==> src/rtl/clup_pkg.sv <==
// ----------------------------------------------------------------------------
// clup_pkg
// Shared types and constants of the 2:3 cubic Lagrange upsampler: job
// descriptors passed from the front end to the back end, configuration
// register indexes and reciprocal constants for the constant divisions.
// ----------------------------------------------------------------------------
package clup_pkg;

    // job kinds, one per input word that produces results
    localparam logic [1:0] KIND_PASS = 2'd0;  // passthrough, one result
    localparam logic [1:0] KIND_LIN3 = 2'd1;  // final pair, linear thirds
    localparam logic [1:0] KIND_CUB3 = 2'd2;  // one pair with cubic taps
    localparam logic [1:0] KIND_CUB6 = 2'd3;  // cubic pair, then final pair

    // configuration register indexes
    localparam logic CFG_IDX_RESAMPLE = 1'b0;
    localparam logic CFG_IDX_VOLUME   = 1'b1;

    localparam logic [6:0] VOLUME_MAX   = 7'd100;
    localparam logic [6:0] VOLUME_RESET = 7'd100;

    // floor(x / d) = (x * ceil(2^RECIP_SHIFT / d)) >> RECIP_SHIFT over our ranges
    localparam int          RECIP_SHIFT = 30;
    localparam logic [23:0] RECIP_100   = 24'd10737419;

    // gain multiplier = 2 * volume * RECIP_100
    localparam logic [31:0] GAIN_K_RESET =
        32'(64'(VOLUME_RESET) * 64'd2 * 64'(RECIP_100));

    localparam int QUEUE_DEPTH_DEFAULT = 2;

    // samples of one channel needed to compute all results of a job
    typedef struct packed {
        logic signed [15:0] h;
        logic signed [15:0] s0;
        logic signed [15:0] s1;
        logic signed [15:0] s2;
        logic signed [15:0] s3;
    } t_chan;

    // channel 0 is left, channel 1 is right
    typedef struct packed {
        logic [1:0]       kind;
        t_chan [1:0]      ch;
    } t_job;

endpackage

==> src/rtl/clup_front.sv <==
// ----------------------------------------------------------------------------
// clup_front
// Input side: accepts sample words, keeps the chunk window and history, and
// turns each word that produces results into one job for the back end.
// ----------------------------------------------------------------------------
module clup_front (
    input  logic                i_clk,
    input  logic                i_rst_n,
    input  logic                i_resample_en,
    input  logic                i_s_tvalid,
    output logic                o_s_tready,
    input  logic [31:0]         i_s_tdata,   // [15:0] left_sample, [31:16] right_sample
    input  logic                i_s_tlast,   // chunk_end
    input  logic                i_full,
    output logic                o_push,
    output clup_pkg::t_job      o_job
);

    logic               w_acc;
    logic signed [15:0] w_in [2];

    logic signed [15:0] r_win [2][3];
    logic signed [15:0] n_win [2][3];
    logic signed [15:0] r_hist [2];
    logic signed [15:0] n_hist [2];
    logic [1:0]         r_pending;
    logic [1:0]         n_pending;

    assign o_s_tready = !i_full;
    assign w_acc      = i_s_tvalid && o_s_tready;
    assign w_in[0]    = i_s_tdata[15:0];
    assign w_in[1]    = i_s_tdata[31:16];

    // classify the word and build the job
    always_comb begin
        n_win     = r_win;
        n_hist    = r_hist;
        n_pending = r_pending;
        o_push    = 1'b0;
        o_job.kind = clup_pkg::KIND_PASS;
        for (int c = 0; c < 2; c++) begin
            o_job.ch[c].h  = r_hist[c];
            o_job.ch[c].s0 = w_in[c];
            o_job.ch[c].s1 = w_in[c];
            o_job.ch[c].s2 = w_in[c];
            o_job.ch[c].s3 = w_in[c];
        end
        if (w_acc) begin
            if (!i_resample_en) begin
                // passthrough, window state untouched
                o_push = 1'b1;
            end else begin
                case (r_pending)
                    2'd3: begin
                        o_push     = 1'b1;
                        o_job.kind = i_s_tlast ? clup_pkg::KIND_CUB6
                                               : clup_pkg::KIND_CUB3;
                        for (int c = 0; c < 2; c++) begin
                            o_job.ch[c].s0 = r_win[c][0];
                            o_job.ch[c].s1 = r_win[c][1];
                            o_job.ch[c].s2 = r_win[c][2];
                            if (i_s_tlast) begin
                                n_hist[c] = w_in[c];
                            end else begin
                                n_hist[c]   = r_win[c][1];
                                n_win[c][0] = r_win[c][2];
                                n_win[c][1] = w_in[c];
                            end
                        end
                        n_pending = i_s_tlast ? 2'd0 : 2'd2;
                    end
                    2'd2: begin
                        if (i_s_tlast) begin
                            o_push     = 1'b1;
                            o_job.kind = clup_pkg::KIND_LIN3;
                            for (int c = 0; c < 2; c++) begin
                                o_job.ch[c].s0 = r_win[c][0];
                                o_job.ch[c].s1 = r_win[c][1];
                                n_hist[c]      = r_win[c][1];
                            end
                            n_pending = 2'd0;
                        end else begin
                            for (int c = 0; c < 2; c++) begin
                                n_win[c][2] = w_in[c];
                            end
                            n_pending = 2'd3;
                        end
                    end
                    2'd1: begin
                        if (i_s_tlast) begin
                            // pair with its second sample standing in as lookahead
                            o_push     = 1'b1;
                            o_job.kind = clup_pkg::KIND_LIN3;
                            for (int c = 0; c < 2; c++) begin
                                o_job.ch[c].s0 = r_win[c][0];
                                n_hist[c]      = w_in[c];
                            end
                            n_pending = 2'd0;
                        end else begin
                            for (int c = 0; c < 2; c++) begin
                                n_win[c][1] = w_in[c];
                            end
                            n_pending = 2'd2;
                        end
                    end
                    default: begin
                        // single-sample chunk is dropped
                        if (i_s_tlast) begin
                            n_pending = 2'd0;
                        end else begin
                            for (int c = 0; c < 2; c++) begin
                                n_win[c][0] = w_in[c];
                            end
                            n_pending = 2'd1;
                        end
                    end
                endcase
            end
        end
    end

    // window and history state
    always_ff @(posedge i_clk) begin
        if (!i_rst_n) begin
            r_pending <= 2'd0;
            r_hist[0] <= '0;
            r_hist[1] <= '0;
        end else begin
            r_pending <= n_pending;
            r_hist    <= n_hist;
        end
    end

    always_ff @(posedge i_clk) begin
        r_win <= n_win;
    end

    a_push_has_room: assert property (@(posedge i_clk) disable iff (!i_rst_n)
        o_push |-> !i_full)
        else $error("job pushed into a full queue");

    a_chunk_end_empties: assert property (@(posedge i_clk) disable iff (!i_rst_n)
        (w_acc && i_resample_en && i_s_tlast) |=> (r_pending == 2'd0))
        else $error("window not emptied at chunk end");

    a_pass_keeps_window: assert property (@(posedge i_clk) disable iff (!i_rst_n)
        (w_acc && !i_resample_en) |=> $stable(r_pending))
        else $error("passthrough word changed the window");

endmodule

==> config.mk <==
export PLATFORM = sky130hd
export DESIGN_NAME = clup_front
export DESIGN_NICKNAME = d
export VERILOG_FILES = /design/src/rtl/clup_pkg.sv /design/src/rtl/clup_front.sv
export SDC_FILE = /design/constraint.sdc
export NUM_CORES = 1
export LEC_CHECK = 0
export BUFFER_PORTS_ARGS = -buffer_cell sky130_fd_sc_hd__buf_2
export CAP_MARGIN = 20
export CORE_ASPECT_RATIO = 0.7
export CORE_MARGIN = 2
export CORE_UTILIZATION = 55
export CTS_CLUSTER_DIAMETER = 120
export DETAILED_ROUTE_END_ITERATION = 8
export MAX_ROUTING_LAYER = met4
export PLACE_DENSITY_LB_ADDON = 0.05
export SYNTH_ARGS = -nofsm -noshare
export SYNTH_HDL_FRONTEND = slang
export SYNTH_SLANG_ARGS = --single-unit
==> constraint.sdc <==
create_clock -name i_clk -period 8.45 [get_ports i_clk]
set_clock_uncertainty 0.05 [all_clocks]
set_input_delay 0.4225 -clock i_clk [delete_from_list [all_inputs] [get_ports i_clk]]
set_output_delay 0.4225 -clock i_clk [all_outputs]
set_load 0.005 [all_outputs]
=== After elaboration in Yosys (flattened, before gate mapping) ===
Cells that the tools add are included.
W data, S select, Z words.

* Eq/ne operators: 7
* Muxes and demuxes: 40
* Bitwise gates (word level): 2
* Reductions and logical operators: 11

{| class="wikitable"
|+ Operators with widths
! cell !! count
|-
| $mux W32 || 6
|-
| $mux W48 || 4
|-
| $pmux W16 S2 || 6
|-
| $mux W16 || 8
|-
| $pmux W16 S3 || 2
|-
| $pmux W32 S3 || 1
|-
| $reduce_and A5 Y1 || 2
|-
| $mux W2 || 4
|-
| $ne A2 B2 Y1 const B || 4
|-
| $pmux W2 S2 || 2
|-
| $reduce_and A4 Y1 || 2
|-
| $mux W1 || 6
|-
| $eq A2 B2 Y1 const B || 2
|-
| $reduce_or A2 Y1 || 2
|-
| $reduce_bool A3 Y1 || 1
|-
| $eq A2 B1 Y1 const B || 1
|-
| $not A1 Y1 || 2
|-
| $pmux W1 S2 || 1
|-
| $reduce_and A2 Y1 || 1
|-
| $reduce_bool A2 Y1 || 1
|-
| $logic_and A1 B1 Y1 || 1
|-
| $logic_not A1 Y1 || 1
|}

* Bits in registers: 130
* Bits of input ports: 38
* Output and inout port bits: 164
* Logic and storage cells: 69

=== Depth between registers and ports, before layout ===
* Depth in word-level cells: 5
* Gate-level depth with buffers: 7
* Gate-level depth less buffers: 5

=== Worst setup path after synthesis ===
Ideal clock, no wire load.

* Path kind: in2reg
* Start: in i_s_tlast
* End: reg r_win[32] in the netlist's numbering, enable pin
* Library setup time: 470 ps
* Data arrival time: 3,535 ps
* Path slack: 4,395 ps
* Stages on the path: 5
* Cells stage by stage: buf_2 buf_4 buf_4 buf_4 a211oi_1

* Cells in the longest elaborated chain, start to end: 2

{| class="wikitable"
|+ Ends and longest elaborated chain
! item !! line !! text
|-
| start, declared || clup_front.sv:13 || <nowiki>input logic i_s_tlast,</nowiki>
|-
| $ne A2 B2 Y1 (no source line) || -- ||
|-
| $reduce_and A4 Y1 (no source line) || -- ||
|-
| end signal, assigned || clup_front.sv:135 || <nowiki>r_win <= n_win;</nowiki>
|-
| end, declared || clup_front.sv:22 || <nowiki>logic signed [15:0] r_win [2][3];</nowiki>
|}

No other way between the ends.
A chain may end at the register's enable or synchronous reset.

==> results by stage <==
Yosys:
- The number of warnings issued by yosys is 0.
- The net count of the mapped netlist is 652.
- The number of different library cells used by synthesis comes to 35.
- The synthesized cell area is around 0.0073 sq mm.
- The count of mapped cells out of synthesis is 610.
- After synthesis, the share of cell area in mux cells is between 20% and 30%.
- Sequential cells were found to cover roughly 49% of the synthesized design area.
- The arithmetic-cell share of the synthesized area counting full adders, half adders and majority gates is 0.6873%.
- The mean area per synthesized cell is 11.94 sq um.
- The synthesized netlist devotes between 15 and 20% of its cell area to compound gates.
- The leading register cell type out of synthesis is edfxtp_1.
- Counting flops with an async set or reset pin after synthesis yields a share of 0%.
- The dominant combinational cell family by area after synthesis is multiplexers.
- The synthesized netlist devotes roughly 4.8% of its cell area to simple gates.
- The post-synthesis register bit count is 130.
- The synthesized design contains 96 enable-type register cells.
- The xor/xnor share of the synthesized area is 0%.

GRT:
- The number of antenna violations at the first check in global routing is 0.
- After global routing the overflow that remains totals 0.
- The first global-routing pass estimated 29.58 mm of wire.
- The largest net degree at the start of global routing is 73.
- The via count of the first global-routing pass is between 5,000 and 6,000.
- The global-route usage over all layers is 28.03%.

Route:
- Dividing the detail-routed wire length by the instance count gives roughly 21 microns.
- The via-per-instance ratio is 6.124.
- The first detailed-routing pass ran for 5 iterations.
- After detailed routing, the total wire length is 19.38 mm.
- The total number of vias is approximately 5,700.
- The count of nets left with antenna violations once routing finished came out at 0.
- For this run, design rule violations remaining after detail routing come to 0.
- In this run, the number of DRC markers left after iteration 0 of detailed routing was roughly 450.

Place:
- The congestion estimate from routability-driven global placement came to between 0.8 and 0.9.
- The HPWL after detailed placement is about 12 mm.
- The worst slack after detailed placement is around 5.3 ns.
- Buffers placed on the I/O ports in this run total around 200.
- The area after detailed placement is ~0.0081 sq mm.

Clock tree:
- TritonCTS built the clock tree.
- Buffers inserted to repair hold after CTS numbered 0.
- The number of setup buffers added after CTS is 0.
- The number of instances resized during post-cts repair is 0.
- The maximum clock path buffer count is 2.
- The clock latency on the worst-skew pair is around 0.42 ns.
- After clock tree synthesis, the clock-pin slew on the worst setup and hold paths is around 0.06 ns.
- Counting the buffers created by CTS gives 17.
- The H-tree was split into 4 levels.
- The tree built by TritonCTS fans out to 130 sinks.
- The cell at the root of the clock tree is clkbuf_16.

STA:
- Adding up every negative setup slack in the final design gives 0 ns.
- The smallest hold slack is roughly 0.26 ns.
- Setup repair after global routing left no endpoint under its margin.
- The total count of max-transition violations in the final report is 0.
- Static timing analysis puts the maximum clock frequency at 0.2745 GHz.
- The count of endpoints failing hold in the final timing report is 0.
- At the pin with the least slew margin, the transition time is just under 1 ns.
- The worst pin sits at a relative slew slack of between 30 and 40%.
- The clock period minus worst slack is between 3 and 4 ns.
- Setup violations remaining at the end of the flow were counted as 0.
- Of the available clock period, the critical path in the final layout requires between 40% and 50%.
- The slack of the critical path is 4.807 ns.

Final layout:
- The count of antenna diodes in the layout is 0.
- Cells fill about 67% of the core in the end.
- The final layout contains around 790 nets.
- The post-route cell area is just under 0.009 sq mm.
- Leaving out fill and tap cells, the most frequent cells in the layout are 200 x buf_2, 96 x edfxtp_1, 66 x nand2_1, 65 x mux2i_1, 64 x a22o_1.
- The synthesis-to-finish area growth is 19.67%.
- The library cell used most frequently in the layout, excluding fill and tap cells, is buf_2.
- Cells with a size suffix above 1 make up approximately two fifths of the layout.

Die:
- The floorplan step set the die width to ~140 microns.
- Row generation in the floorplan step produced 35 rows.
- The count of boundary I/O pins is slightly above 200.
- The initial cell density of the core is roughly 56%.
- The die covers ~0.014 sq mm.
- The core region is 0.01305 sq mm.
- From bottom edge to top edge, the die measures 100.3 microns.

Setup path:
- The startpoint class of the critical path is a register.
- In this run the critical register-to-register path is launched from r_pending[0].
- The beginning of the critical path is r_pending[0].
- The critical path required time is ~8 ns.
- The maximum net fanout on the critical path is 39.
- The critical path endpoint category is an output pin.
- The number of cells on the worst reg-to-reg path is 5.
- The type of the worst setup path is reg2out.
- In this run the critical register-to-register path is captured at o_job[156].
- The data arrival time of the worst path is about 3.2 ns.
- The worst-case register-to-register setup slack is around 5.8 ns.

Outcome:
- The run finished with clean final reports.

Worst hold path:
- The classification of the worst-slack hold path is in2reg.
- The end point of the worst hold path is r_win[16].
- The worst hold path stage count is 1.
- The launch instance of the worst min-delay path is i_s_tdata[16].

Power:
- The analysis attributes to cell leakage a power of roughly 3.7 nW.
- Across the VDD grid, the largest voltage drop is between 0.00015 and 0.0002 V.
- Power spread over the standard cell area amounts to about 190 mW/mm^2.

Run:
- The number of max-capacitance violations reported is 0.
## Yosys cell counts (24+ instances only)
master    number  area (sq um)
a22o_1        64         560.5
a22oi_1       32         240.2
buf_2         24         120.1
buf_4         38         285.3
dfxtp_1       34         680.7
edfxtp_1      96          2883
mux2_2        32         360.4
mux2_4        29         435.4
mux2i_1       65         650.6
nand2_1       66         247.7
o21ai_1       27         135.1
o22ai_1       32         200.2
## cells by family (layout without fill, tap and decap cells)
family | count (synthesis) | after routing
adders and majority gates | 4 | 4
buffers and inverters | 94 | 249
AOI/OAI and AO/OA | 172 | 172
muxes | 129 | 129
and+or+nand+nor | 81 | 81
DFF | 130 | 130
## layout make-up
| cell class | count | area [sq um] |
|---|---|---|
| Timing Repair Buffer | 212 | 1104 |
| Fill cell | 1021 | 4335 |
| Inverter | 5 | 18.77 |
| Tap cell | 166 | 207.7 |
| Clock buffer | 19 | 452.9 |
| Sequential cell | 130 | 3563 |
| Multi-Input combinational cell | 386 | 3186 |
| Clock inverter | 13 | 182.7 |
## metrics by stage
step                      cells  total power, mW
after floorplan             610           0.8035
after global placement      898           0.8601
after detailed placement    898           0.8637
after CTS                   930            1.644
after global routing        931            1.687
final                       931            1.639
## sequential cells by signal, indices dropped and copies added, names as in the netlist
name       count
r_pending      2
r_win         96
o_job         32
## how the worst max path moves through the flow
stage / to / slack (ns) / cells after the start
4_1_cts: o_job[141] / 4.81 / 6
2_1_floorplan: r_win[32] / 4.39 / 5
3_5_place_dp: o_job[141] / 5.26 / 6
6_report: o_job[141] / 4.81 / 6
5_1_grt: o_job[141] / 4.60 / 6
3_3_place_gp: o_job[141] / 5.30 / 6
## per-layer routing
layer,track usage [%],part of all wire [%],up-vias
met3,5.773,6.8,14
met5,-,0,-
li1,-,-,2589
met4,7.769,0.75,0
met1,39.30,47,2864
met2,41.71,46,234
## worst max-delay path, cell delays in order (launching register included)
cell	delay, ns
dfxtp_1	0.34
inv_1	0.10
ha_2	0.75
o21ai_0	0.28
a21boi_4	0.82
a22o_1	0.31
buf_2	0.12
## power by group
part | total (mW) | switching (mW) | leakage (nW) | internal, mW
logic | 0.155 | 0.0794 | 2.24 | 0.0760
registers | 0.695 | 0.00332 | 1.14 | 0.692
clock network | 0.788 | 0.279 | 0.303 | 0.509
(Power assumes the default switching activity.)
