`src/rtl/clup_pkg.sv`:
```
// ----------------------------------------------------------------------------
// clup_pkg
// Shared types and constants of the 2:3 cubic Lagrange upsampler: job
// descriptors passed from the front end to the back end, configuration
// register indexes and reciprocal constants for the constant divisions.
// ----------------------------------------------------------------------------
package clup_pkg;

    // job kinds, one per input word that produces results
    localparam logic [1:0] KIND_PASS = 2'd0;  // passthrough, one result
    localparam logic [1:0] KIND_LIN3 = 2'd1;  // final pair, linear thirds
    localparam logic [1:0] KIND_CUB3 = 2'd2;  // one pair with cubic taps
    localparam logic [1:0] KIND_CUB6 = 2'd3;  // cubic pair, then final pair

    // configuration register indexes
    localparam logic CFG_IDX_RESAMPLE = 1'b0;
    localparam logic CFG_IDX_VOLUME   = 1'b1;

    localparam logic [6:0] VOLUME_MAX   = 7'd100;
    localparam logic [6:0] VOLUME_RESET = 7'd100;

    // floor(x / d) = (x * ceil(2^RECIP_SHIFT / d)) >> RECIP_SHIFT over our ranges
    localparam int          RECIP_SHIFT = 30;
    localparam logic [23:0] RECIP_100   = 24'd10737419;

    // gain multiplier = 2 * volume * RECIP_100
    localparam logic [31:0] GAIN_K_RESET =
        32'(64'(VOLUME_RESET) * 64'd2 * 64'(RECIP_100));

    localparam int QUEUE_DEPTH_DEFAULT = 2;

    // samples of one channel needed to compute all results of a job
    typedef struct packed {
        logic signed [15:0] h;
        logic signed [15:0] s0;
        logic signed [15:0] s1;
        logic signed [15:0] s2;
        logic signed [15:0] s3;
    } t_chan;

    // channel 0 is left, channel 1 is right
    typedef struct packed {
        logic [1:0]       kind;
        t_chan [1:0]      ch;
    } t_job;

endpackage

```
`src/rtl/clup_queue.sv`:
```
// ----------------------------------------------------------------------------
// clup_queue
// Short job queue between front and back end so each side stalls on its own.
// ----------------------------------------------------------------------------
module clup_queue #(
    parameter int DEPTH = clup_pkg::QUEUE_DEPTH_DEFAULT
) (
    input  logic                i_clk,
    input  logic                i_rst_n,
    input  logic                i_push,
    input  clup_pkg::t_job      i_job,
    output logic                o_full,
    output logic                o_valid,
    output clup_pkg::t_job      o_job,
    input  logic                i_pop
);

    localparam int PTR_W = (DEPTH > 1) ? $clog2(DEPTH) : 1;
    localparam int CNT_W = $clog2(DEPTH + 1);

    clup_pkg::t_job     r_mem [DEPTH];
    logic [PTR_W-1:0]   r_wr_ptr;
    logic [PTR_W-1:0]   r_rd_ptr;
    logic [CNT_W-1:0]   r_count;
    logic [PTR_W-1:0]   n_wr_ptr;
    logic [PTR_W-1:0]   n_rd_ptr;
    logic [CNT_W-1:0]   n_count;

    assign o_full  = (r_count == CNT_W'(DEPTH));
    assign o_valid = (r_count != '0);
    assign o_job   = r_mem[r_rd_ptr];

    // pointer and fill count update
    always_comb begin
        n_wr_ptr = r_wr_ptr;
        n_rd_ptr = r_rd_ptr;
        n_count  = r_count;
        if (i_push) begin
            n_wr_ptr = (r_wr_ptr == PTR_W'(DEPTH - 1)) ? '0 : r_wr_ptr + PTR_W'(1);
        end
        if (i_pop) begin
            n_rd_ptr = (r_rd_ptr == PTR_W'(DEPTH - 1)) ? '0 : r_rd_ptr + PTR_W'(1);
        end
        if (i_push && !i_pop) begin
            n_count = r_count + CNT_W'(1);
        end else if (!i_push && i_pop) begin
            n_count = r_count - CNT_W'(1);
        end
    end

    always_ff @(posedge i_clk) begin
        if (!i_rst_n) begin
            r_wr_ptr <= '0;
            r_rd_ptr <= '0;
            r_count  <= '0;
        end else begin
            r_wr_ptr <= n_wr_ptr;
            r_rd_ptr <= n_rd_ptr;
            r_count  <= n_count;
        end
    end

    // job storage
    always_ff @(posedge i_clk) begin
        if (i_push) begin
            r_mem[r_wr_ptr] <= i_job;
        end
    end

endmodule

```
`config.mk`:
```
export PLATFORM = sky130hd
export DESIGN_NAME = clup_queue
export DESIGN_NICKNAME = d
export VERILOG_FILES = /design/src/rtl/clup_pkg.sv /design/src/rtl/clup_queue.sv
export SDC_FILE = /design/constraint.sdc
export NUM_CORES = 1
export LEC_CHECK = 0
export ABC_AREA = 1
export BUFFER_PORTS_ARGS = -buffer_cell sky130_fd_sc_hd__buf_2
export CORE_ASPECT_RATIO = 1.75
export CORE_MARGIN = 10
export CORE_UTILIZATION = 35
export DETAILED_ROUTE_END_ITERATION = 12
export GPL_TIMING_DRIVEN = 0
export PLACE_DENSITY = 0.56
export SYNTH_ARGS = -nofsm -noshare
export SYNTH_HDL_FRONTEND = slang
export SYNTH_SLANG_ARGS = --single-unit
```
`constraint.sdc`:
```
create_clock -name i_clk -period 24.5 [get_ports i_clk]
set_clock_uncertainty 0.05 [all_clocks]
set_input_delay 4.9 -clock i_clk [delete_from_list [all_inputs] [get_ports i_clk]]
set_output_delay 4.9 -clock i_clk [all_outputs]
set_load 0.005 [all_outputs]
```
## Yosys cells after proc, flatten, opt, wreduce, memory -nomap -nowiden

Memory sizes are Yosys's and may differ from the RTL's. A register that Yosys moved wholly into a read port is not among the register bits.
Index checks and enable logic that the tools add are counted.

| operators by class | value |
|---|---|
| multiplexer cells | 8 |
| equality and inequality tests | 1 |
| add/sub/neg operators | 4 |
| reduce and logical (&&, ||, !) cells | 6 |

Operators with widths:

| cell | number |
|---|---|
| 1-bit 2-to-1 mux | 6 |
| 2-bit 2-to-1 mux | 2 |
| 2-bit nonzero test | 2 |
| 1-bit adder (second input constant) | 2 |
| 2-bit by 1-bit adder with 2-bit output (second input constant) | 1 |
| 2-bit equality test (second input constant) | 1 |
| 1-bit logical AND | 2 |
| 1-bit logical NOT | 2 |
| 2-bit by 1-bit subtractor with 2-bit output (second input constant) | 1 |

| storage, ports and cells | value |
|---|---|
| register bits | 4 |
| memories kept | 1 |
| output and inout port bits | 164 |
| memory bits (writable) | 324 |

Memory list:

| name | depth | bits a word | read ports | clocked after Yosys merged registers in | wr ports | RTL line | RTL |
|---|---|---|---|---|---|---|---|
| r_mem | 2 | 162 | 1 | 1 | 1 | clup_queue.sv:21 | `clup_pkg::t_job r_mem [DEPTH];` |

## Depth between registers and ports, before layout

Gate-level depths: netlist of the first run.

| depth | value |
|---|---|
| depth in word-level cells | 4 |
| mapped depth | 8 |

## Worst setup path before layout of the first run

No wires, ideal clock.

| timing | value |
|---|---|
| path type | in2reg |
| start | in i_push |
| end | mem r_mem[0][0] (netlist name) (enable) |
| stages | 2 |
| data arrival time | 11,712 ps |
| setup slack | 12,047 ps |
| path buffers | 0 |
| cell sequence | inv_1 nor2_1 |

| between the ends | value |
|---|---|
| word-level cells in the longest chain between the ends | 2 |

RTL lines:

| item | RTL line | RTL |
|---|---|---|
| start: declaration | clup_queue.sv:10 | `input logic i_push,` |
| 1-bit 2-to-1 mux | clup_queue.sv:65 | `if (i_push) begin` |
| 1-bit 2-to-1 mux (not written as such) | clup_queue.sv:66 | `r_mem[r_wr_ptr] <= i_job;` |
| end: declaration | clup_queue.sv:21 |  |

Every way passes these cells.

==> results.cfg, run 1 <==
[cts]
clkSinkCount = 329
clockBufferDepth = 3
postCtsSetupRepairBufs = 0
clock_latency_ns = 0.55
cts_made_buffers = 30
cts_root_buf = clkbuf_16
cts_resized = 0
clk_pin_slew_ns = 0.06
cts-hold-fix-buffers = 0
cts_tree = done
htreeDepth = 1

[die]
start_util = 0.3550
core-area_um2 = 34460
rows = 90
io_pins = 330
die_area_um2 = 43130
fp.dieW_um = 161.3
die_h_um = 267.3

[finish]
finish.instance_area_um2 = 15590
synthToLayoutAreaGrowth_pct = 27.44
fillerInstances = 3093
fin_util = 0.4525
final_nets = 1074
layout-drive-gt1-share = 0.6069

[yosys]
syn_area_per_cell_um2 = 22.70
synthCells = 539
synth_xor_xnor_area_share = 0
ys_ff_latch = 329
synthAdderAreaFrac = 0.001023
synthMuxAreaShare = 0.1737
ys_warn_count = 0
synth-simple-area-share = 0.006136
synth_cell_types = 14
yosysSeqAreaShare = 0.8034
syn_area_um2 = 12230
synth_top_family_by_area = multiplexers
synthesis.nets = 706
synth-compound-area-share = 0.0008182

[power_and_ir_drop]
combPwrFrac = 0.097
leakagePower_uw = 0.006027
switchingPower_uw = 263.2
powerDensity_nw_per_um2 = 78.97
pwr-share-seq = 0.534
swShare = 0.2137
clockPowerShare = 0.368
ir_drop_v = 0.00005653
internal_power_uw = 968.0

[placed_design]
io_buffers = 329
place_area_um2 = 14630
routabilityCongestion = 0.7226
dp_hpwl_mm = 20.95

[hold_path]
min_path_cells = 2
min_path_type = reg -> reg
worstHoldStart = r_rd_ptr

[timing]
rsz0062_at_grt = no
slew_headroom = 0.5185
worst_pin_slew_ns = 0.7205
final_max_slew_viol_count = 0
setup_viol = 0
timing.fmax_mhz = 145.7
post-route-period-util = 0.2802
hold_viol_final = 0
setup_tns_ns = 0
fin_crit_ns = 6.865

[grt]
grt_pass1_vias = 6817
grt_util_all_layers = 0.1265
gr-total-overflow = 0
grt_max_degree = 84
grt_pass1_wl_mm = 41.55
antenna_found_initial = 4

[outcome]
status = completed

[detailed_routing]
wl_mm = 28.34
ant_nets = 0
drt-vias-per-instance = 4.460
vias = 6217
drc = 0
first_pass_iters = 4
drt_iter0_drc = 227
wl_per_cell_um = 20.33

[setup_path]
required_ns = 19.55
worst-path-max-fanout = 10
r2r_cells = 4
critPathKind = reg -> out
cp_data_arrival_time_ns = 1.92
worst_r2r_startpoint = r_wr_ptr
end_kind = primary output
cp-start-kind = register
worstReg2RegEnd = r_mem[0][117]
r2r_setup_slack_ns = 22.45

[job]
maxCapViolations = 0
[cells by family (layout without fill, tap and decap cells)]
family          Yosys count  in the layout
buf+inv                  26            418
mux                     162            162
compound gates            2              2
fa+ha+maj                 1              1
flops                   329            329
simple gates             19             19
other cells               0              3
[cell usage after synthesis]
| master | number | area, um2 |
|---|---|---|
| a21oi_1 | 1 | 5.000 |
| o21ai_0 | 1 | 5.000 |
| mux2_2 | 82 | 923.4 |
| mux2_4 | 80 | 1201 |
| buf_2 | 8 | 40.04 |
| ha_1 | 1 | 12.51 |
| nand2_1 | 9 | 33.78 |
| inv_1 | 8 | 30.03 |
| nand4_1 | 1 | 6.260 |
| nand3_1 | 1 | 5.000 |
| dfxtp_1 | 5 | 100.1 |
| nor2_1 | 8 | 30.03 |
| buf_6 | 10 | 112.6 |
| edfxtp_1 | 324 | 9729 |
[critical path, cell delays in order (launching register included)]
cell,delay [ns]
dfxtp_1,0.32
buf_6,0.15
buf_6,0.21
buf_6,0.21
mux2_4,0.31
buf_2,0.15
[routing by layer]
layer	up-vias	GRT usage	part of all wire
met3	47	0.03736	0.072
met4	2	0.04688	0.026
met2	211	0.2515	0.59
met1	3086	0.1161	0.31
met5	-	0	0.00064
li1	2871	-	-
[area by class of cell]
class | instances | area [um2] | area share
Clock inverter | 18 | 155.1 | 0.009951
Multi-Input combinational cell | 184 | 2230 | 0.1430
Sequential cell | 329 | 9829 | 0.6304
Tap cell | 460 | 575.6 | 0.03692
Antenna cell | 3 | 7.507 | 0.0004815
Inverter | 8 | 37.54 | 0.002408
Clock buffer | 38 | 802.0 | 0.05144
Timing Repair Buffer | 336 | 1802 | 0.1156
Buffer | 18 | 152.6 | 0.009791
[sequential cells by signal (all words and copies together), names as in the netlist, named ones only]
signal,cells
r_mem,324
r_count,2
r_rd_ptr,1
r_wr_ptr,1
[power by group through the flow]
stage | logic [uW] | registers [uW] | clock network (uW)
after detailed placement | 124 | 670 | 0
after global routing | 131 | 661 | 488
after CTS | 124 | 658 | 470
after floorplan | 61.2 | 674 | 0
after global placement | 118 | 679 | 0
final | 120 | 658 | 453
[worst max-delay path by stage]
stage / startpoint / endpoint / slack, ns / cells past startpoint
6_report: register / o_job[131] / 17.63 / 5
5_1_grt: register / o_job[104] / 17.52 / 5
4_1_cts: register / o_job[131] / 17.53 / 5
3_5_place_dp: i_push / r_mem[0][113] / 17.68 / 6
3_3_place_gp: i_push / r_mem[0][119] / 7.31 / 3
2_1_floorplan: i_push / r_mem[0][0] / 12.05 / 2
[metrics by stage]
stage               power [uW]  setup slack (ns)  hold slack [ns]  instances
global placement         797.5             7.310           0.4291       1328
floorplan                735.6             12.05           0.4135        539
global route              1279             17.52           0.5040       1394
finish                    1231             17.63           0.4475       1394
CTS                       1253             17.53           0.4531       1391
detailed placement       794.5             17.68           0.4423       1335
[cells in the final DEF, fill, tap and decap left out, types with 7 or more instances in the layout]
cell and count:
buf_2 337, buf_6 10, clkbuf_1 7, clkbuf_16 31
clkinv_2 9, edfxtp_1 324, inv_1 7, mux2_2 82
mux2_4 80, nand2_1 9, nor2_1 7
No activity file was read; power rests on OpenSTA's default activity.
==> run 2, diff against run 1 <==
ABC_AREA = 0   (was 1)
PLACE_DENSITY = 0.58   (was 0.56)
clock period = 5.6 ns   (was 24.5 ns; I/O delays follow)
==> run 2 against run 1 <==
Against the previous run:
- final cell count down 1.1%
- worst hold slack improved by 0.032 ns
- via count decreased by 1.3%
- sequential power rose to 4.4 times the previous value
- synthesized cell count shrank 2.4%
- core utilization increased by 0.24 points
- routed wire length fell by 1.2%
- count of clock-buffer cells in the layout is 1 higher
- flip-flop and latch count is the same
- combinational power increased to 4.9 times the previous value
- global-route usage shrank 0.20 points
==> results.cfg, run 2 <==
[yosys]
synth_cell_types = 17
ys_top_cells_by_count = edfxtp_1 (324), mux2_2 (82), mux2_4 (80), buf_6 (10), buf_2 (8)
syn_area_um2 = 12230
synth.top_cell.area_share = 0.7958
synth_most_common_cell = edfxtp_1
syn_area_per_cell_um2 = 23.24
synth_edf_count = 324
ys.flop_type = edfxtp_1
synthCells = 526
synth_area_leader_cell = edfxtp_1
synthesis.nets = 693
synthTopCellsByArea = edfxtp_1 (80%), mux2_4 (9.8%), mux2_2 (7.6%)
ys_ff_latch = 329
yosysSeqAreaShare = 0.8040
synth-async-reset-ratio = 0
ys_warn_count = 0

[finish]
layout_commonest_cell = buf_2
largest_reg_flops = 324
layout-drive-gt1-share = 0.6183
regMostFlops = r_mem
stdcell_count = 1378
layout.cells.most_common_list = buf_2 (337), edfxtp_1 (324), mux2_2 (82), mux2_4 (80), clkbuf_16 (31)
reg.largest.list = r_mem x324, r_count x2
synthToLayoutAreaGrowth_pct = 28.22
final_nets = 1062

[setup_path]
crit_family = buffers and inverters
path_common_cell = buf_6
required_ns = 4.43
cp-start-kind = register
worst-path-max-fanout = 10
end_kind = primary output
crit_chain = buf_6 > buf_6 > buf_6 > mux2_4 > buf_2
critPathSlowestCell = dfxtp_1
cp_data_arrival_time_ns = 1.93
path_buf_inv = 4
critPathKind = reg -> out
critical_path.max_stage_delay_ns = 0.32

[cts]
cts_root_buf = clkbuf_16
cts-hold-fix-buffers = 0
cts_made_buffers = 30
cts_tree = done
cts_resized = 0
clk_pin_slew_ns = 0.06
htreeDepth = 1
clockBufferDepth = 3
clock_latency_ns = 0.55
postCtsSetupRepairBufs = 0
clkSinkCount = 329

[outcome]
status = completed

[grt]
grt_util_all_layers = 0.1246
grt_max_degree = 63
grt_pass1_vias = 6672
grt_pass1_wl_mm = 41.19
gr-total-overflow = 0
antenna_found_initial = 3

[power_and_ir_drop]
ir_drop_v = 0.0002591
powerDensity_nw_per_um2 = 356.2
total_power_uw = 5583
leakagePower_uw = 0.006034

[detailed_routing]
wl_mm = 28.00
ant_nets = 0
drt_iter0_drc = 229
met1Wirelength_mm = 9.083
detailroute.wirelength.met2_mm = 15.93
wl_per_cell_um = 20.32
vias = 6134
top_layer = met5
drt-vias-per-instance = 4.451
first_pass_iters = 4
met3WireLength_mm = 2.212
drc = 0

[placed_design]
routabilityCongestion = 0.7142
dp_hpwl_mm = 20.80
dp_cells = 1323
io_buffers = 329

[die]
die_h_um = 267.2
core-area_um2 = 34460
die_area_um2 = 43100
fp.dieW_um = 161.3
io_pins = 330
rows = 90
start_util = 0.3548

[timing]
setup_viol = 0
rsz0062_at_grt = no
timing.fmax_mhz = 322.7
post-route-period-util = 0.5534
worst_pin_slew_ns = 0.9769
slew_headroom = 0.3473
fin_crit_ns = 3.099
final_max_slew_viol_count = 0
hold_viol_final = 0

[job]
maxCapViolations = 0

[hold_path]
min_path_type = reg -> reg
==> run 2: cell count changes after synthesis, moves of 2 or more <==
cell	change
nand2_1	-9
nor2_1	-8
inv_1	-7
and2_1	+4
nor2b_1	+3
xor2_1	+2
==> run 2: layout make-up <==
type	count	area [um2]
clock inverter	15	183.9
timing repair buffer	337	1822
multi-input combinational	178	2250
fill	3076	18780
clock buffer	39	855.8
buffer	18	152.6
tap	460	575.6
antenna	1	2.502
sequential	329	9829
inverter	1	3.754
==> run 2: logic make-up (layout without fill, tap and decap cells) <==
kind of cell	count (synthesis)	in the layout	synth area share
buf+inv	19	410	0.01279
fa+ha+maj	1	1	0.001023
flops	329	329	0.8040
simple gates	9	9	0.004606
other cells	0	1	0
mux	162	162	0.1738
compound gates	3	3	0.001638
xor+xnor	3	3	0.002150
==> run 2: metrics by stage <==
| stage | hold slack [ns] | cell area, um2 | TNS [ns] | setup slack [ns] | util |
|---|---|---|---|---|---|
| final | 0.4798 | 15680 | 0 | 2.501 | 0.4549 |
| after global routing | 0.5210 | 15670 | 0 | 2.405 | 0.4548 |
| after CTS | 0.4866 | 15670 | 0 | 2.407 | 0.4548 |
| after detailed placement | 0.4799 | 14630 | 0 | 2.333 | 0.4247 |
| after global placement | 0.4428 | 14460 | -379.66 | -2.307 | 0.4195 |
| after floorplan | 0.4178 | 12230 | 0 | 0.2193 | - |
==> run 2: routing by layer <==
metal,track usage,vias to the layer above
met5,0,-
met1,0.1173,3029
met4,0.04046,4
li1,-,2835
met3,0.04274,45
met2,0.2424,221
==> run 2: worst paths after layout <==
check | from | endpoint | slack (ns) | cells after the start
max | register | o_job[66] | 2.50 | 5
min | r_count[1] | r_count[1] | 0.48 | 2
max reg2reg | r_wr_ptr | r_mem[0][131] | 3.36 | 4
min reg2reg | r_count[1] | r_count[1] | 0.48 | 2
==> run 2: worst reg2reg max path, stage by stage (launching register included) <==
cell	delay [ns]
dfxtp_1	0.34
nor2b_4	0.77
buf_12	0.29
buf_12	0.24
buf_12	0.25
==> run 2: power breakdown <==
| group | internal [uW] | leakage (uW) | total [uW] | switching (uW) |
|---|---|---|---|---|
| clock | 1260 | 0.000511 | 2120 | 866 |
| sequential | 2850 | 0.00308 | 2870 | 28.4 |
| combinational | 313 | 0.00244 | 587 | 274 |
| total | 4410 | 0.00603 | 5580 | 1170 |
==> run 3, diff against run 2 <==
clock period = 2.59 ns   (was 5.6 ns; I/O delays follow)
==> run 3 against run 2 <==
Against the previous run:
- register-to-register slack lost 2.7 ns
- core utilization fell by 0.40 points
- global-route usage increased by 0.090 points
- via count fell by 0.93%
==> results.cfg, run 3 (synthesized netlist as in run 2, its figures left out) <==
[outcome]
status = completed

[detailed_routing]
met3WireLength_mm = 2.105
wl_mm = 27.84
top_layer = met5
drc = 0
first_pass_iters = 4
drt_iter0_drc = 188
ant_nets = 0
vias = 6077
met1Wirelength_mm = 8.722
wl_per_cell_um = 20.19
detailroute.wirelength.met2_mm = 16.17
drt-vias-per-instance = 4.407

[timing]
worst_slack_ns = 0.1392
setup_tns_ns = 0
timing.fmax_mhz = 408.0
hold_viol_final = 0
fin_crit_ns = 2.451
slew_headroom = 0.4018
worst_pin_slew_ns = 0.8973
setup_viol = 0
whs_ns = 0.09705
final_max_slew_viol_count = 0
post-route-period-util = 0.9463
rsz0062_at_grt = no

[setup_path]
path_common_cell = buf_6
worst-path-max-fanout = 10
critPathKind = reg -> out
cp_data_arrival_time_ns = 1.88
critical_path.max_stage_delay_ns = 0.32
critPathSlowestCell = dfxtp_1
cp-start-kind = register
path_buf_inv = 4
required_ns = 2.02
crit_chain = buf_6 > buf_8 > buf_6 > mux2_4 > buf_2
path_depth = 5
r2r_cells = 2
end_kind = primary output
crit_family = buffers and inverters

[finish]
final_nets = 1060
largest_reg_flops = 324
synthToLayoutAreaGrowth_pct = 27.08
layout_commonest_cell = buf_2
reg.largest.list = r_mem x324, r_count x2
stdcell_count = 1379
fin_util = 0.4509
layout.cells.most_common_list = buf_2 (337), edfxtp_1 (324), mux2_2 (82), mux2_4 (80), clkbuf_16 (30)
layout-drive-gt1-share = 0.6131
regMostFlops = r_mem

[hold_path]
min_path_cells = 1
min_path_type = in -> reg

[die]
rows = 90
core-area_um2 = 34460
die_h_um = 267.2
fp.dieW_um = 161.3
die_area_um2 = 43100
start_util = 0.3548
io_pins = 330

[placed_design]
io_buffers = 329
dp_cells = 1323
place_ws_ns = 0.3433
dp_hpwl_mm = 20.92
routabilityCongestion = 0.7342

[grt]
grt_util_all_layers = 0.1255
grt_max_degree = 59
antenna_found_initial = 6
grt_pass1_wl_mm = 41.62
gr-total-overflow = 0
grt_pass1_vias = 6712

[cts]
clock_latency_ns = 0.55
cts_made_buffers = 28
cts_root_buf = clkbuf_16
clockBufferDepth = 3
clkSinkCount = 329
clk_pin_slew_ns = 0.07
htreeDepth = 1
postCtsSetupRepairBufs = 0
cts_tree = done

[power_and_ir_drop]
ir_drop_v = 0.0005391
leakagePower_uw = 0.005969
powerDensity_nw_per_um2 = 740.3

[job]
maxCapViolations = 0
[run 3: worst paths after layout]
path              slack [ns]       start       endpoint
setup reg to reg        0.64    r_wr_ptr  r_mem[1][139]
hold reg to reg         0.47  r_count[1]     r_count[1]
setup / recovery        0.14    register     o_job[125]
hold / removal           0.1   i_job[24]   r_mem[0][24]
[run 3: what timing repair did]
item                                   CTS  global route
hold buffers                             0             0
endpoints found under the hold margin    0             0
setup endpoints to repair                0             2
resized for setup                        0             1
[run 3: cell type report]
class / instances / area (um2)
tap: 460 / 575.6
fill: 3107 / 18920
sequential: 329 / 9829
multi-input combinational: 178 / 2250
clock buffer: 42 / 835.8
inverter: 1 / 3.754
timing repair buffer: 337 / 1829
antenna: 4 / 10.01
clock inverter: 10 / 46.29
buffer: 18 / 156.4
[run 3: where the power goes]
group	switching, uW	internal [uW]
logic	595	682
registers	59.8	6150
clock network	1790	2220
total	2440	9060
[run 3: layer usage]
layer | vias to the layer above | global-route usage
li1 | 2836 | -
met1 | 2984 | 0.1115
met2 | 212 | 0.2498
met3 | 41 | 0.04089
met4 | 4 | 0.04836
met5 | - | 0
[run 3: stage by stage]
step | total power, uW | area (um2)
2_1_floorplan | 7003 | 12230
3_3_place_gp | 7607 | 14460
3_5_place_dp | 7649 | 14640
4_1_cts | 11700 | 15520
5_1_grt | 11980 | 15540
6_report | 11500 | 15540
